==> config.mk <==
export PLATFORM = sky130hd
export DESIGN_NAME = pulse_duty_frequency_meter
export DESIGN_NICKNAME = d
export VERILOG_FILES = /design/src/sv/pdfm_pkg.sv /design/src/sv/pdfm_div.sv /design/src/sv/pdfm_dp.sv /design/src/sv/pdfm_ctrl.sv /design/src/sv/pulse_duty_frequency_meter.sv
export VERILOG_INCLUDE_DIRS = /design/src /design/src/sv
export SDC_FILE = /design/constraint.sdc
export NUM_CORES = 1
export LEC_CHECK = 0
export BUFFER_PORTS_ARGS = -buffer_cell sky130_fd_sc_hd__buf_2
export CORE_ASPECT_RATIO = 0.6
export CORE_MARGIN = 2
export CORE_UTILIZATION = 40
export DETAILED_ROUTE_END_ITERATION = 16
export SYNTH_ARGS = -nofsm -noshare
export SYNTH_HDL_FRONTEND = slang
export SYNTH_HIERARCHICAL = 1
export SYNTH_SLANG_ARGS = --single-unit
export TNS_END_PERCENT = 20
==> constraint.sdc <==
create_clock -name clk -period 5.9 [get_ports clk]
set_input_delay 1.475 -clock clk [delete_from_list [all_inputs] [get_ports clk]]
set_output_delay 1.475 -clock clk [all_outputs]
set_load 0.01 [all_outputs]
==> src/sv/pulse_duty_frequency_meter_defines.svh <==
// Assertion macros shared by the pulse duty and frequency meter RTL.
// No dependencies; included by files that carry concurrent assertions.
`ifndef PULSE_DUTY_FREQUENCY_METER_DEFINES_SVH
`define PULSE_DUTY_FREQUENCY_METER_DEFINES_SVH

// A condition that must hold at every clock edge outside reset.
`define PDFM_ASSERT_ALWAYS(lbl, clk, rst, cond, msg) \
  lbl: assert property (@(posedge clk) disable iff (rst) (cond)) else $error(msg);

// A condition that, when true, implies another in the same cycle.
`define PDFM_ASSERT_SAME(lbl, clk, rst, ante, cons, msg) \
  lbl: assert property (@(posedge clk) disable iff (rst) (ante) |-> (cons)) else $error(msg);

// A condition that, when true, implies another in the next cycle.
`define PDFM_ASSERT_NEXT(lbl, clk, rst, ante, cons, msg) \
  lbl: assert property (@(posedge clk) disable iff (rst) (ante) |=> (cons)) else $error(msg);

`endif

==> src/sv/pdfm_pkg.sv <==
// Package for the pulse duty and frequency meter: field widths, constants
// and the command and status structs between controller and datapath.
`default_nettype none

package pdfm_pkg;

  localparam int RATE_W  = 25;
  localparam int FIELD_W = 16;
  localparam int DUTY_W  = 7;

  localparam logic [RATE_W-1:0] RATE_RESET = 25'd1000000;
  localparam logic [DUTY_W-1:0] DUTY_SCALE = 7'd100;

  // Commands issued by the controller to the datapath.
  typedef struct packed {
    logic advance;       // Request taken: sample pin, step the tick counter.
    logic cap_rise;      // Capture the counter at the opening rising edge.
    logic cap_fall;      // Capture the counter at the falling edge.
    logic cap_end;       // Closing rising edge: form high time, period, range.
    logic div_start;     // Launch the shared divider.
    logic div_sel_freq;  // Divider operands: 1 frequency, 0 duty.
    logic save_duty;     // Keep the quotient as duty.
    logic save_freq;     // Keep the quotient as frequency.
    logic load_out;      // Move the finished result into the output register.
  } pdfm_cmd_t;

  // Status returned by the datapath.
  typedef struct packed {
    logic rising;
    logic falling;
    logic span_ok;       // Captures strictly increase, using the current count.
    logic range_ok;      // Registered span check of the pending measurement.
    logic div_done;
  } pdfm_sts_t;

endpackage

`default_nettype wire

==> src/sv/pdfm_div.sv <==
// Radix-2 restoring divider, one quotient bit per cycle.
// Stand-alone; used by the meter datapath for duty and frequency.
`default_nettype none

module pdfm_div #(
  parameter int DIVIDEND_W = 25,
  parameter int DIVISOR_W  = 16
) (
  input  wire logic                  clk,
  input  wire logic                  rst,
  input  wire logic                  start,
  input  wire logic [DIVIDEND_W-1:0] dividend,
  input  wire logic [DIVISOR_W-1:0]  divisor,
  output logic [DIVIDEND_W-1:0]      quotient,
  output logic                       done
);

  localparam int CNT_W = $clog2(DIVIDEND_W + 1);

  logic [CNT_W-1:0]     cnt;
  logic                 busy;
  logic [DIVISOR_W-1:0] rem;
  logic [DIVISOR_W:0]   trial;
  logic                 fits;

  assign trial = {rem, quotient[DIVIDEND_W-1]};
  assign fits  = trial >= {1'b0, divisor};

  always_ff @(posedge clk) begin
    if (rst) begin
      busy <= 1'b0;
      done <= 1'b0;
      cnt  <= '0;
    end else begin
      done <= 1'b0;
      if (start) begin
        busy <= 1'b1;
        cnt  <= CNT_W'(DIVIDEND_W);
      end else if (busy) begin
        cnt <= cnt - CNT_W'(1);
        if (cnt == CNT_W'(1)) begin
          busy <= 1'b0;
          done <= 1'b1;
        end
      end
    end
  end

  // The quotient register doubles as the dividend shift register.
  always_ff @(posedge clk) begin
    if (start) begin
      quotient <= dividend;
      rem      <= '0;
    end else if (busy) begin
      quotient <= {quotient[DIVIDEND_W-2:0], fits};
      if (fits) begin
        rem <= DIVISOR_W'(trial - {1'b0, divisor});
      end else begin
        rem <= trial[DIVISOR_W-1:0];
      end
    end
  end

endmodule

`default_nettype wire

==> src/sv/pdfm_dp.sv <==
// Datapath of the meter: tick counter, edge detect, captures, divider
// operands and result registers. Uses pdfm_pkg and pdfm_div.
`default_nettype none

module pdfm_dp
  import pdfm_pkg::*;
#(
  parameter int COUNT_BITS = 16,
  parameter int DIV_W      = 25
) (
  input  wire logic               clk,
  input  wire logic               rst,
  input  wire pdfm_cmd_t          cmd,
  output pdfm_sts_t               sts,
  input  wire logic               pin_level,
  input  wire logic               cfg_we,
  input  wire logic [RATE_W-1:0]  cfg_wdata,
  output logic                    in_range,
  output logic [FIELD_W-1:0]      high_ticks,
  output logic [FIELD_W-1:0]      period_ticks,
  output logic [DUTY_W-1:0]       duty_percent,
  output logic [RATE_W-1:0]       frequency_hz
);

  localparam int PROD_W = COUNT_BITS + DUTY_W;

  logic [COUNT_BITS-1:0] tick_count;
  logic                  last_level;
  logic [RATE_W-1:0]     tick_rate;
  logic [COUNT_BITS-1:0] rise_time;
  logic [COUNT_BITS-1:0] fall_time;
  logic [COUNT_BITS-1:0] high_r;
  logic [COUNT_BITS-1:0] period_r;
  logic                  range_r;
  logic [DUTY_W-1:0]     duty_r;
  logic [RATE_W-1:0]     freq_r;
  logic [PROD_W-1:0]     high_scaled;
  logic [DIV_W-1:0]      div_dividend;
  logic [DIV_W-1:0]      div_quot;
  logic                  div_done;

  always_ff @(posedge clk) begin
    if (rst) begin
      tick_count <= '0;
      last_level <= 1'b1;
      tick_rate  <= RATE_RESET;
    end else begin
      if (cmd.advance) begin
        tick_count <= tick_count + COUNT_BITS'(1);
        last_level <= pin_level;
      end
      if (cfg_we) begin
        tick_rate <= cfg_wdata;
      end
    end
  end

  always_ff @(posedge clk) begin
    if (cmd.cap_rise) begin
      rise_time <= tick_count;
    end
    if (cmd.cap_fall) begin
      fall_time <= tick_count;
    end
    if (cmd.cap_end) begin
      high_r   <= fall_time - rise_time;
      period_r <= tick_count - rise_time;
      range_r  <= sts.span_ok;
    end
    if (cmd.save_duty) begin
      duty_r <= div_quot[DUTY_W-1:0];
    end
    if (cmd.save_freq) begin
      freq_r <= div_quot[RATE_W-1:0];
    end
  end

  // A failed span check forces every field of the result to zero.
  always_ff @(posedge clk) begin
    if (cmd.load_out) begin
      in_range     <= range_r;
      high_ticks   <= range_r ? FIELD_W'(high_r) : '0;
      period_ticks <= range_r ? FIELD_W'(period_r) : '0;
      duty_percent <= range_r ? duty_r : '0;
      frequency_hz <= range_r ? freq_r : '0;
    end
  end

  assign high_scaled  = PROD_W'(high_r) * PROD_W'(DUTY_SCALE);
  assign div_dividend = cmd.div_sel_freq ? DIV_W'(tick_rate) : DIV_W'(high_scaled);

  pdfm_div #(
    .DIVIDEND_W(DIV_W),
    .DIVISOR_W (COUNT_BITS)
  ) u_div (
    .clk     (clk),
    .rst     (rst),
    .start   (cmd.div_start),
    .dividend(div_dividend),
    .divisor (period_r),
    .quotient(div_quot),
    .done    (div_done)
  );

  always_comb begin
    sts.rising   = !last_level && pin_level;
    sts.falling  = last_level && !pin_level;
    sts.span_ok  = (rise_time < fall_time) && (fall_time < tick_count);
    sts.range_ok = range_r;
    sts.div_done = div_done;
  end

endmodule

`default_nettype wire

==> src/sv/pdfm_ctrl.sv <==
// Controller of the meter: edge sequencing, divider sequencing and the
// output handshake. Uses pdfm_pkg; drives the datapath by pdfm_cmd_t.
`default_nettype none

module pdfm_ctrl
  import pdfm_pkg::*;
(
  input  wire logic      clk,
  input  wire logic      rst,
  input  wire logic      in_valid,
  output logic           in_ready,
  output logic           out_valid,
  input  wire logic      out_ready,
  input  wire pdfm_sts_t sts,
  output pdfm_cmd_t      cmd
);

  localparam logic [2:0] S_WAIT_RISE  = 3'd0;
  localparam logic [2:0] S_WAIT_FALL  = 3'd1;
  localparam logic [2:0] S_WAIT_RISE2 = 3'd2;
  localparam logic [2:0] S_DSTART     = 3'd3;
  localparam logic [2:0] S_DUTY       = 3'd4;
  localparam logic [2:0] S_FSTART     = 3'd5;
  localparam logic [2:0] S_FREQ       = 3'd6;
  localparam logic [2:0] S_LOAD       = 3'd7;

  logic [2:0] state;
  logic [2:0] state_next;
  logic       out_valid_next;
  logic       take;
  logic       out_free;

  assign in_ready = (state == S_WAIT_RISE) || (state == S_WAIT_FALL) ||
                    (state == S_WAIT_RISE2);
  assign take     = in_valid && in_ready;
  assign out_free = !out_valid || out_ready;

  always_comb begin
    cmd            = '0;
    state_next     = state;
    cmd.advance    = take;
    unique case (state)
      S_WAIT_RISE: begin
        if (take && sts.rising) begin
          cmd.cap_rise = 1'b1;
          state_next   = S_WAIT_FALL;
        end
      end
      S_WAIT_FALL: begin
        if (take && sts.falling) begin
          cmd.cap_fall = 1'b1;
          state_next   = S_WAIT_RISE2;
        end
      end
      S_WAIT_RISE2: begin
        if (take && sts.rising) begin
          cmd.cap_end = 1'b1;
          state_next  = sts.span_ok ? S_DSTART : S_LOAD;
        end
      end
      S_DSTART: begin
        cmd.div_start = 1'b1;
        state_next    = S_DUTY;
      end
      S_DUTY: begin
        if (sts.div_done) begin
          cmd.save_duty = 1'b1;
          state_next    = S_FSTART;
        end
      end
      S_FSTART: begin
        cmd.div_start    = 1'b1;
        cmd.div_sel_freq = 1'b1;
        state_next       = S_FREQ;
      end
      S_FREQ: begin
        cmd.div_sel_freq = 1'b1;
        if (sts.div_done) begin
          cmd.save_freq = 1'b1;
          state_next    = S_LOAD;
        end
      end
      S_LOAD: begin
        if (out_free) begin
          cmd.load_out = 1'b1;
          state_next   = S_WAIT_RISE;
        end
      end
      default: begin
        state_next = S_WAIT_RISE;
      end
    endcase
  end

  // The output register stays full until taken; a load only happens when free.
  assign out_valid_next = cmd.load_out ? 1'b1 : (out_valid && !out_ready);

  always_ff @(posedge clk) begin
    if (rst) begin
      state     <= S_WAIT_RISE;
      out_valid <= 1'b0;
    end else begin
      state     <= state_next;
      out_valid <= out_valid_next;
    end
  end

endmodule

`default_nettype wire

==> src/sv/pulse_duty_frequency_meter.sv <==
// Pulse duty and frequency meter. Each request is one sampled pin level per
// tick of a free-running COUNT_BITS counter; the block captures the count at a
// rising edge, the following falling edge and the next rising edge, then
// returns high time, period, duty (floor of 100*high/period) and frequency
// (tick_rate_hz/period). Between edges a request is taken every cycle. After
// the closing rising edge the block takes no request while one shared radix-2
// divider, W = max(COUNT_BITS+7, 25) bits wide, produces duty and then
// frequency, one bit per cycle. A measurement whose captures do not strictly
// increase (counter wrap) returns in_range low with all fields zero. A
// finished result waits in the output register while the next measurement
// proceeds; if the next one closes before that result is taken, requests stay
// blocked until it is.
// Depends on pdfm_pkg, pdfm_ctrl, pdfm_dp, pdfm_div and the defines header.
`default_nettype none

`include "pulse_duty_frequency_meter_defines.svh"

module pulse_duty_frequency_meter
  import pdfm_pkg::*;
#(
  parameter int COUNT_BITS = 16
) (
  input  wire logic              clk,
  input  wire logic              rst,
  input  wire logic              cfg_we,
  input  wire logic [RATE_W-1:0] cfg_wdata,
  input  wire logic              in_valid,
  output logic                   in_ready,
  input  wire logic              pin_level,
  output logic                   out_valid,
  input  wire logic              out_ready,
  output logic                   in_range,
  output logic [FIELD_W-1:0]     high_ticks,
  output logic [FIELD_W-1:0]     period_ticks,
  output logic [DUTY_W-1:0]      duty_percent,
  output logic [RATE_W-1:0]      frequency_hz
);

  localparam int DIV_W = (COUNT_BITS + DUTY_W > RATE_W) ? COUNT_BITS + DUTY_W : RATE_W;

  pdfm_cmd_t cmd;
  pdfm_sts_t sts;

  pdfm_ctrl u_ctrl (
    .clk      (clk),
    .rst      (rst),
    .in_valid (in_valid),
    .in_ready (in_ready),
    .out_valid(out_valid),
    .out_ready(out_ready),
    .sts      (sts),
    .cmd      (cmd)
  );

  pdfm_dp #(
    .COUNT_BITS(COUNT_BITS),
    .DIV_W     (DIV_W)
  ) u_dp (
    .clk         (clk),
    .rst         (rst),
    .cmd         (cmd),
    .sts         (sts),
    .pin_level   (pin_level),
    .cfg_we      (cfg_we),
    .cfg_wdata   (cfg_wdata),
    .in_range    (in_range),
    .high_ticks  (high_ticks),
    .period_ticks(period_ticks),
    .duty_percent(duty_percent),
    .frequency_hz(frequency_hz)
  );

  `PDFM_ASSERT_SAME(a_div_blocks_input, clk, rst, cmd.div_start || sts.div_done, !in_ready, "divider active while requests are taken")
  `PDFM_ASSERT_SAME(a_div_only_in_range, clk, rst, cmd.div_start, sts.range_ok, "divider launched for an out-of-range measurement")
  `PDFM_ASSERT_SAME(a_zero_when_bad, clk, rst, out_valid && !in_range, (high_ticks == '0) && (period_ticks == '0) && (duty_percent == '0) && (frequency_hz == '0), "out-of-range result has nonzero fields")
  `PDFM_ASSERT_SAME(a_duty_bound, clk, rst, out_valid && in_range, duty_percent < DUTY_SCALE, "duty of 100 percent or more")
  `PDFM_ASSERT_NEXT(a_load_sets_valid, clk, rst, cmd.load_out, out_valid, "loaded result not presented")

endmodule

`default_nettype wire

======== Word level (Yosys, flattened, before mapping) ========
Cells that the tools add are included.
storage, ports and cells
  register bits ........................... 256
  input bits .............................. 31
  output and inout port bits .............. 67
  word-level logic and storage cells ...... 99
operators by class
  add/sub/neg operators ................... 5
  $mul .................................... 1
  magnitude comparators ................... 3
  equality and inequality tests ........... 14
  multiplexer cells ....................... 31
  bitwise gates (word level) .............. 1
  reduce and logical (&&, ||, !) cells .... 21
operators with widths
  cell                                                                     number
  25-bit 2-to-1 mux                                                        3
  16-bit subtractor                                                        3
  16-bit less-than comparator                                              2
  3-bit case mux with 8 select lines                                       1
  16-bit by 5-bit multiplier with 21-bit output, second input constant     1
  3-bit 2-to-1 mux                                                         7
  17-bit by 16-bit >= comparator with 1-bit output                         1
  1-bit 2-to-1 mux                                                         17
  16-bit by 1-bit adder with 16-bit output, second input constant          1
  16-bit 2-to-1 mux                                                        1
  3-bit == test, second input constant                                     4
  5-bit 2-to-1 mux                                                         2
  1-bit logical AND                                                        7
  3-bit by 2-bit == test with 1-bit output, second input constant          2
  2-bit by 1-bit inequality test with 1-bit output, second input constant  3
  2-bit inequality test, second input constant                             3
  6-bit AND reduction                                                      1
  2-bit OR reduction                                                       3
  5-bit by 1-bit == test with 1-bit output, second input constant          1
  5-bit by 1-bit subtractor with 5-bit output, second input constant       1
  1-bit zero test                                                          4
  3-bit by 1-bit == test with 1-bit output, second input constant          1
  3-bit zero test                                                          1
  1-bit logical OR                                                         3
  3 further kinds                                                          3

======== Longest topological paths before layout ========
Gate-level depths: netlist of the first run.
  depth in word-level cells ............... 7
  gate-level depth with buffers ........... 13
  depth with buffers taken out ............ 12

======== By module ========
Netlist of the first run, hierarchy kept.
modules (own cells, without submodules)
  module     instances  cells an instance  area an instance (um^2)  seq. area each (um^2)
  pdfm_dp    1          944                10914.2                  5705.5
  pdfm_div   1          289                2896.5                   1211.2
  pdfm_ctrl  1          53                 404.1                    80.1

======== Worst setup path before layout of the first run ========
Ideal clock, no wire load.
  path type ............................... input -> register
  from .................................... in out_ready
  to ...................................... reg u_dp.duty_percent[0], enable pin
  setup time .............................. 0.488 ns
  data arrival time ....................... 4.243 ns
  data required time ...................... 5.412 ns
  path slack .............................. 1.168 ns
  cell stages on the path ................. 2
  path buffers ............................ 0
  cell sequence ........................... nor2b_1 > nor2_1
RTL lines
  element               RTL line                          text
  from (decl)           pulse_duty_frequency_meter.sv:31  input wire logic out_ready,
  to (signal assigned)  pdfm_dp.sv:84                     duty_percent <= range_r ? duty_r : '0;
  to (decl)             pdfm_dp.sv:21                     output logic [DUTY_W-1:0] duty_percent,

======== Final worst setup path of the first run ========
  from .................................... reg u_dp.high_r[6]
  to ...................................... reg u_dp.u_div.quotient[14], data pin
on the way
  longest elaborated chain between the ends .. 3
ends and longest elaborated chain
  element                                        RTL line        text
  from (decl)                                    pdfm_dp.sv:32   logic [COUNT_BITS-1:0] high_r;
  from (signal assigned)                         pdfm_dp.sv:66   high_r <= fall_time - rise_time;
  16-bit by 5-bit multiplier with 21-bit output  pdfm_dp.sv:89   assign high_scaled = PROD_W'(high_r) * PROD_W'(DUTY_SCALE);
  25-bit 2-to-1 mux                              pdfm_dp.sv:90   assign div_dividend = cmd.div_sel_freq ? DIV_W'(tick_rate) : DIV_W'(high_scaled);
  net u_dp.div_dividend[14]                      pdfm_dp.sv:38   logic [DIV_W-1:0] div_dividend;
  25-bit 2-to-1 mux                              pdfm_div.sv:51  if (start) begin
  to (signal assigned)                           pdfm_div.sv:52  quotient <= dividend;
  to (signal assigned)                           pdfm_div.sv:55  quotient <= {quotient[DIVIDEND_W-2:0], fits};
  to (decl)                                      pdfm_div.sv:14  output logic [DIVIDEND_W-1:0] quotient,
The timed path passes the listed nets, and every way through them passes these cells.
A chain may end at the register's enable or synchronous reset.

==> results of run 1 <==
-- metrics by stage --
step	cells	instance area (um^2)	power [mW]
after floorplan	1285	14210	2.761
after global placement	1813	15140	2.939
after detailed placement	1813	15140	2.952
after CTS	1861	16020	4.656
after global routing	1861	16020	4.840
final	1861	16020	4.620
-- power by group through the flow --
stage / combinational, mW / sequential, mW / clock, mW
final: 0.814 / 2.12 / 1.69
after global routing: 0.907 / 2.13 / 1.81
after CTS: 0.805 / 2.11 / 1.74
after detailed placement: 0.801 / 2.15 / 0
after global placement: 0.788 / 2.15 / 0
after floorplan: 0.647 / 2.11 / 0
-- layout by cell type (no fill, tap or decap), types with 5 or more instances in the layout --
cell	instances
fa_1	14
a32oi_1	5
xnor2_1	39
buf_2	97
or2_2	6
nand4_1	9
mux2_2	32
clkbuf_16	27
a21boi_0	5
nand2b_1	8
a211oi_1	6
a211o_1	12
mux2i_1	25
clkinv_2	5
xor2_1	22
clkbuf_8	5
edfxtp_1	187
o21ai_0	42
nand2_1	69
nand3_1	27
o21a_1	18
a31oi_1	6
nor2_1	86
o311ai_1	6
o211ai_1	9
clkbuf_1	6
ha_1	122
o21ai_1	8
inv_1	115
o31ai_1	7
nor4_1	5
a21o_1	13
and2_1	73
nor3_1	20
nor2b_1	23
dfxtp_1	69
and3_1	7
buf_4	7
a21oi_1	64
-- cell type report --
class | count | area share (%)
flip-flops and latches | 256 | 43.67
clock inverters | 10 | 0.6795
well taps | 467 | 3.647
repair buffers | 104 | 3.358
clock buffers | 38 | 4.788
multi-input cells | 871 | 41.16
inverters | 115 | 2.694
-- registers in the layout, indices dropped and copies added, names as in the netlist, 5 cells and up --
signal,count
u_dp/u_div/rem,16
u_dp/fall_time,16
u_dp/tick_rate,25
u_dp/u_div/cnt,5
u_dp/duty_r,7
u_dp/rise_time,16
u_dp/high_ticks,16
u_dp/frequency_hz,25
u_dp/freq_r,25
u_dp/high_r,16
u_dp/tick_count,16
u_dp/period_r,16
u_dp/u_div/quotient,25
u_dp/period_ticks,16
u_dp/duty_percent,7
-- final timing paths --
kind	from	to	slack, ns	depth (start not counted)
worst min register to register	u_dp/u_div/quotient[7]	u_dp/freq_r[7]	0.45	0
worst max register to register	u_dp/high_r[6]	u_dp/u_div/quotient[14]	2.26	12
worst max-delay path	u_dp/high_r[6]	u_dp/u_div/quotient[14]	2.26	12
worst min-delay path	u_dp/u_div/quotient[7]	u_dp/freq_r[7]	0.45	0
-- critical path: stages (launching register included) --
cell,delay (ns)
edfxtp_1,0.47
ha_1,0.33
ha_1,0.28
inv_1,0.05
fa_1,0.50
inv_1,0.05
ha_1,0.39
nand2_1,0.12
nor3_1,0.36
o22ai_1,0.19
xnor2_1,0.15
mux2_2,0.26
mux2_2,0.26
-- metal layers --
layer  up-vias  share of wire, %  track usage, %
met5         -                 0               0
met4         0               1.8           3.413
met3        37               4.9           2.887
met2       231                41           25.46
met1      4607                52           27.55
li1       4803                 -               -
==> impl_metrics.json, run 1 <==
{
  "dp_hpwl_um": 23720,
  "power.leakage_nw": 6.441,
  "vias_per_cell": 5.200,
  "synth_area_mm2": 0.01421,
  "initial_core_util_pct": 40.58,
  "worstMarginPinSlew_ns": 1.103,
  "num-fill-cells": 3264,
  "gp_congestion": 0.8610,
  "postCtsSetupBuffers": 0,
  "drt_iter0_markers": 742,
  "clk_latency_ns": 0.55,
  "cts_buffers": 26,
  "multi_input_area_mm2": 0.006594,
  "dieArea_mm2": 0.03709,
  "via_count": 9678,
  "hold_class": "reg -> reg",
  "setup_slack_ns": 2.259,
  "drc": 0,
  "wirelength_um": 32540,
  "cts_root_buffer": "clkbuf_16",
  "hold_viol": 0,
  "syn-num-nets": 1452,
  "io_pins": 98,
  "clock_path_buffers": 3,
  "holdBufCountCts": 0,
  "first_pass_iters": 6,
  "grt_pass1_vias": 9189,
  "rsz0062_at_grt": "no",
  "p_comb_share_pct": 17.6,
  "antenna_found_initial": 1,
  "pwr-share-seq_pct": 45.8,
  "grt_usage_pct": 17.62,
  "grt_max_degree": 66,
  "antenna_cells": 0,
  "path_clk_slew_ns": 0.06,
  "crit_required_ns": 6.19,
  "dp_slack_ns": 2.268,
  "cts_tree": "done",
  "fp.dieH_um": 150.0,
  "final.period_utilization_pct": 61.71,
  "syn_area_per_cell_um2": 11.06,
  "portBuffers": 97,
  "fin_util_pct": 45.75,
  "endpoint_kind": "flop",
  "run_status": "complete, no violations",
  "htreeDepth": 1,
  "ir_drop_v": 0.0002054,
  "p_sw_share_pct": 27.21,
  "max-cap-violations": 0,
  "p_sw_mw": 1.257,
  "die_x_um": 247.3,
  "area_delta_synth_final_pct": 12.76,
  "netlist_instances": 1285,
  "wire_per_inst_um": 17.49,
  "yosysWarnings": 6,
  "finalCriticalPeriod_ns": 3.641,
  "crit_type": "reg -> reg",
  "crit_fanout": 6,
  "coreArea_mm2": 0.03501,
  "relSlewSlack_pct": 26.29,
  "clkSinkCount": 256,
  "p_clk_share_pct": 36.6,
  "ant_nets": 0,
  "setup_viol": 0,
  "startpoint_type": "flop",
  "finalSetupTns_ns": 0,
  "grt-ovfl-total": 0,
  "grt_pass1_wl_um": 50830,
  "p_per_area_mw_per_mm2": 288.4,
  "holdWs_ns": 0.4520,
  "std_cell_rows": 53,
  "power.internal_mw": 3.363,
  "critPathArrivalTime_ns": 3.93,
  "final_max_slew_viol_count": 0,
  "fmax_mhz": 274.7,
  "cts_resized": 0,
  "nNetsFinal": 1541,
  "layout-drive-gt1-share_pct": 14.92,
  "finClkSkew_ns": 0.02125,
  "seq_area_mm2": 0.006997
}
(Power assumes the default switching activity.)
==> run 2: changes to the inputs <==
Clock period 5.9 ns to 3.1 ns, I/O delays scaled along.
==> run 2 against run 1 <==
The run now ends with negative setup slack left. Worst setup slack worse by 2.5 ns. Final area is 5.2% higher. Maximum frequency is 8.5% higher. Routed wire length is 2.1% higher. Highest routed layer unchanged.
==> impl_metrics.json, run 2 (synthesis results as in run 1) <==
{
  "grt_max_degree": 38,
  "cts_root_buffer": "clkbuf_16",
  "whs_path_depth": 2,
  "p_per_area_mw_per_mm2": 519.7,
  "antenna_found_initial": 0,
  "crit_required_ns": 3.39,
  "rsz0062_at_grt": "yes",
  "wirelength_um": 33240,
  "hp-start": "cfg_wdata[16]",
  "clock_path_buffers": 3,
  "finClkSkew_ns": 0.006667,
  "die_x_um": 247.3,
  "area_delta_synth_final_pct": 18.61,
  "final_max_slew_viol_count": 0,
  "via_count": 9985,
  "grt_usage_pct": 18.11,
  "dp_slack_ns": -0.3633,
  "critPathArrivalTime_ns": 3.65,
  "violations": "negative setup slack",
  "setup_viol": 13,
  "antenna_cells": 0,
  "worstMarginPinSlew_ns": 0.9898,
  "clkSinkCount": 256,
  "first_pass_iters": 5,
  "p_comb_share_pct": 18.2,
  "fmax_mhz": 298.1,
  "std_cell_rows": 53,
  "startpoint_type": "flop",
  "layout-drive-gt1-share_pct": 21.72,
  "crit_type": "reg -> reg",
  "reg2reg_slack_ns": -0.25,
  "nNetsFinal": 1625,
  "hold_viol": 0,
  "layout_common_cells": "edfxtp_1 (187), ha_1 (115), inv_1 (112)",
  "path_clk_slew_ns": 0.07,
  "pwr-share-seq_pct": 45.9,
  "drt_iter0_markers": 768,
  "io_pins": 98,
  "crit_fanout": 5,
  "grt-ovfl-total": 0,
  "grt_pass1_vias": 9663,
  "initial_core_util_pct": 40.58,
  "power.leakage_nw": 6.855,
  "portBuffers": 97,
  "htreeDepth": 1,
  "num-fill-cells": 3227,
  "cts_tree": "done",
  "max-cap-violations": 0,
  "hold_class": "in -> reg",
  "grt_pass1_wl_um": 52980,
  "post-place-cells": 1888,
  "instances_no_fill": 1945,
  "final.period_utilization_pct": 108.2,
  "setup_slack_ns": -0.2545,
  "holdWs_ns": 0.4457,
  "wire_per_inst_um": 17.09,
  "dieArea_mm2": 0.03709,
  "fp.dieH_um": 150.0,
  "total_power_mw": 8.757,
  "coreArea_mm2": 0.03501,
  "multi_input_area_mm2": 0.006797,
  "p_clk_share_pct": 35.9,
  "dp_hpwl_um": 24490,
  "endpoint_kind": "flop",
  "drc": 0,
  "clk_latency_ns": 0.54,
  "ir_drop_v": 0.0003561,
  "run_status": "complete, but fails checks",
  "vias_per_cell": 5.134,
  "p_sw_mw": 2.416,
  "gp_congestion": 0.8722,
  "rr_endpoint": "u_dp/u_div/quotient[19]",
  "reg2reg_from": "u_dp/high_r[3]",
  "seq_area_mm2": 0.006997,
  "relSlewSlack_pct": 33.77,
  "finalCriticalPeriod_ns": 3.355,
  "final_common_cell": "edfxtp_1",
  "hold_end": "u_dp/tick_rate[16]",
  "power.internal_mw": 6.341,
  "cts_buffers": 26,
  "timing.reg2reg.worst_path_depth": 12,
  "p_sw_share_pct": 27.59,
  "ant_nets": 0,
  "holdBufCountCts": 0
}
==> run 2: cell types whose count changed in the layout (fill, tap and decap cells not counted), sizes merged <==
cell      previous run  this run
clkbuf              38        37
clkinv               8         5
inv                115       117
clkinvlp             0         2
buf                104       188
==> run 2: metal layers <==
metal / share of wire, % / global-route usage, % / vias up / routed length, um
li1: - / - / 4976 / -
met1: 52 / 27.86 / 4799 / 17450
met2: 42 / 27.13 / 175 / 13920
met3: 4.5 / 3.031 / 35 / 1509
met4: 1.1 / 2.545 / 0 / 361
met5: 0 / 0 / - / 0
==> run 2: power groups by stage <==
stage	combinational, mW	clock [mW]	sequential, mW
2_1_floorplan	1.23	0	4.02
3_3_place_gp	1.54	0	4.09
3_5_place_dp	1.55	0	4.09
4_1_cts	1.58	3.23	4.02
5_1_grt	1.80	3.36	4.04
6_report	1.59	3.14	4.02
==> run 2: final cells by class <==
cell class	instances	area share, %
well taps	467	3.467
multi-input cells	871	40.33
inverters	115	2.562
flip-flops and latches	256	41.52
repair buffers	188	7.128
clock inverters	11	0.7573
clock buffers	37	4.232
==> run 2: worst max path at each step <==
stage	endpoint	start	cells after the start
after global routing	u_dp/u_div/quotient[15]	u_dp/high_r[3]	13
after global placement	u_dp/u_div/quotient[20]	u_dp/high_r[2]	11
after CTS	u_dp/u_div/quotient[19]	u_dp/high_r[5]	12
after detailed placement	u_dp/u_div/quotient[14]	u_dp/high_r[6]	12
after floorplan	u_dp/high_r[0]	pin_level	3
final	u_dp/u_div/quotient[19]	u_dp/high_r[3]	12
==> run 2: per-stage QoR <==
| step | util (%) | instance area [um^2] | TNS, ns |
|---|---|---|---|
| after CTS | 47.97 | 16800 | -1.918 |
| after global routing | 48.13 | 16850 | -4.114 |
| after global placement | 44.93 | 15730 | -2.870 |
| final | 48.13 | 16850 | -2.291 |
| after floorplan | - | 14210 | -28.99 |
| after detailed placement | 44.93 | 15730 | -3.381 |
==> run 2: worst max-delay path, cell delays in order (launching register included) <==
cell and delay (ns):
edfxtp_1 0.42, ha_1 0.31, ha_1 0.29, inv_2 0.04, fa_1 0.51, inv_2 0.05, ha_4 0.28, buf_6 0.10
nand4b_1 0.16, a211o_4 0.40, o211ai_1 0.18, nand3_1 0.09, mux2_4 0.26
==> run 2: timing repair <==
item | in CTS | in global routing
resized for setup | 33 | 9
hold endpoints to repair | 0 | 0
pin swaps | 29 | 14
setup buffers | 6 | 3
endpoints found under the setup margin | 13 | 14
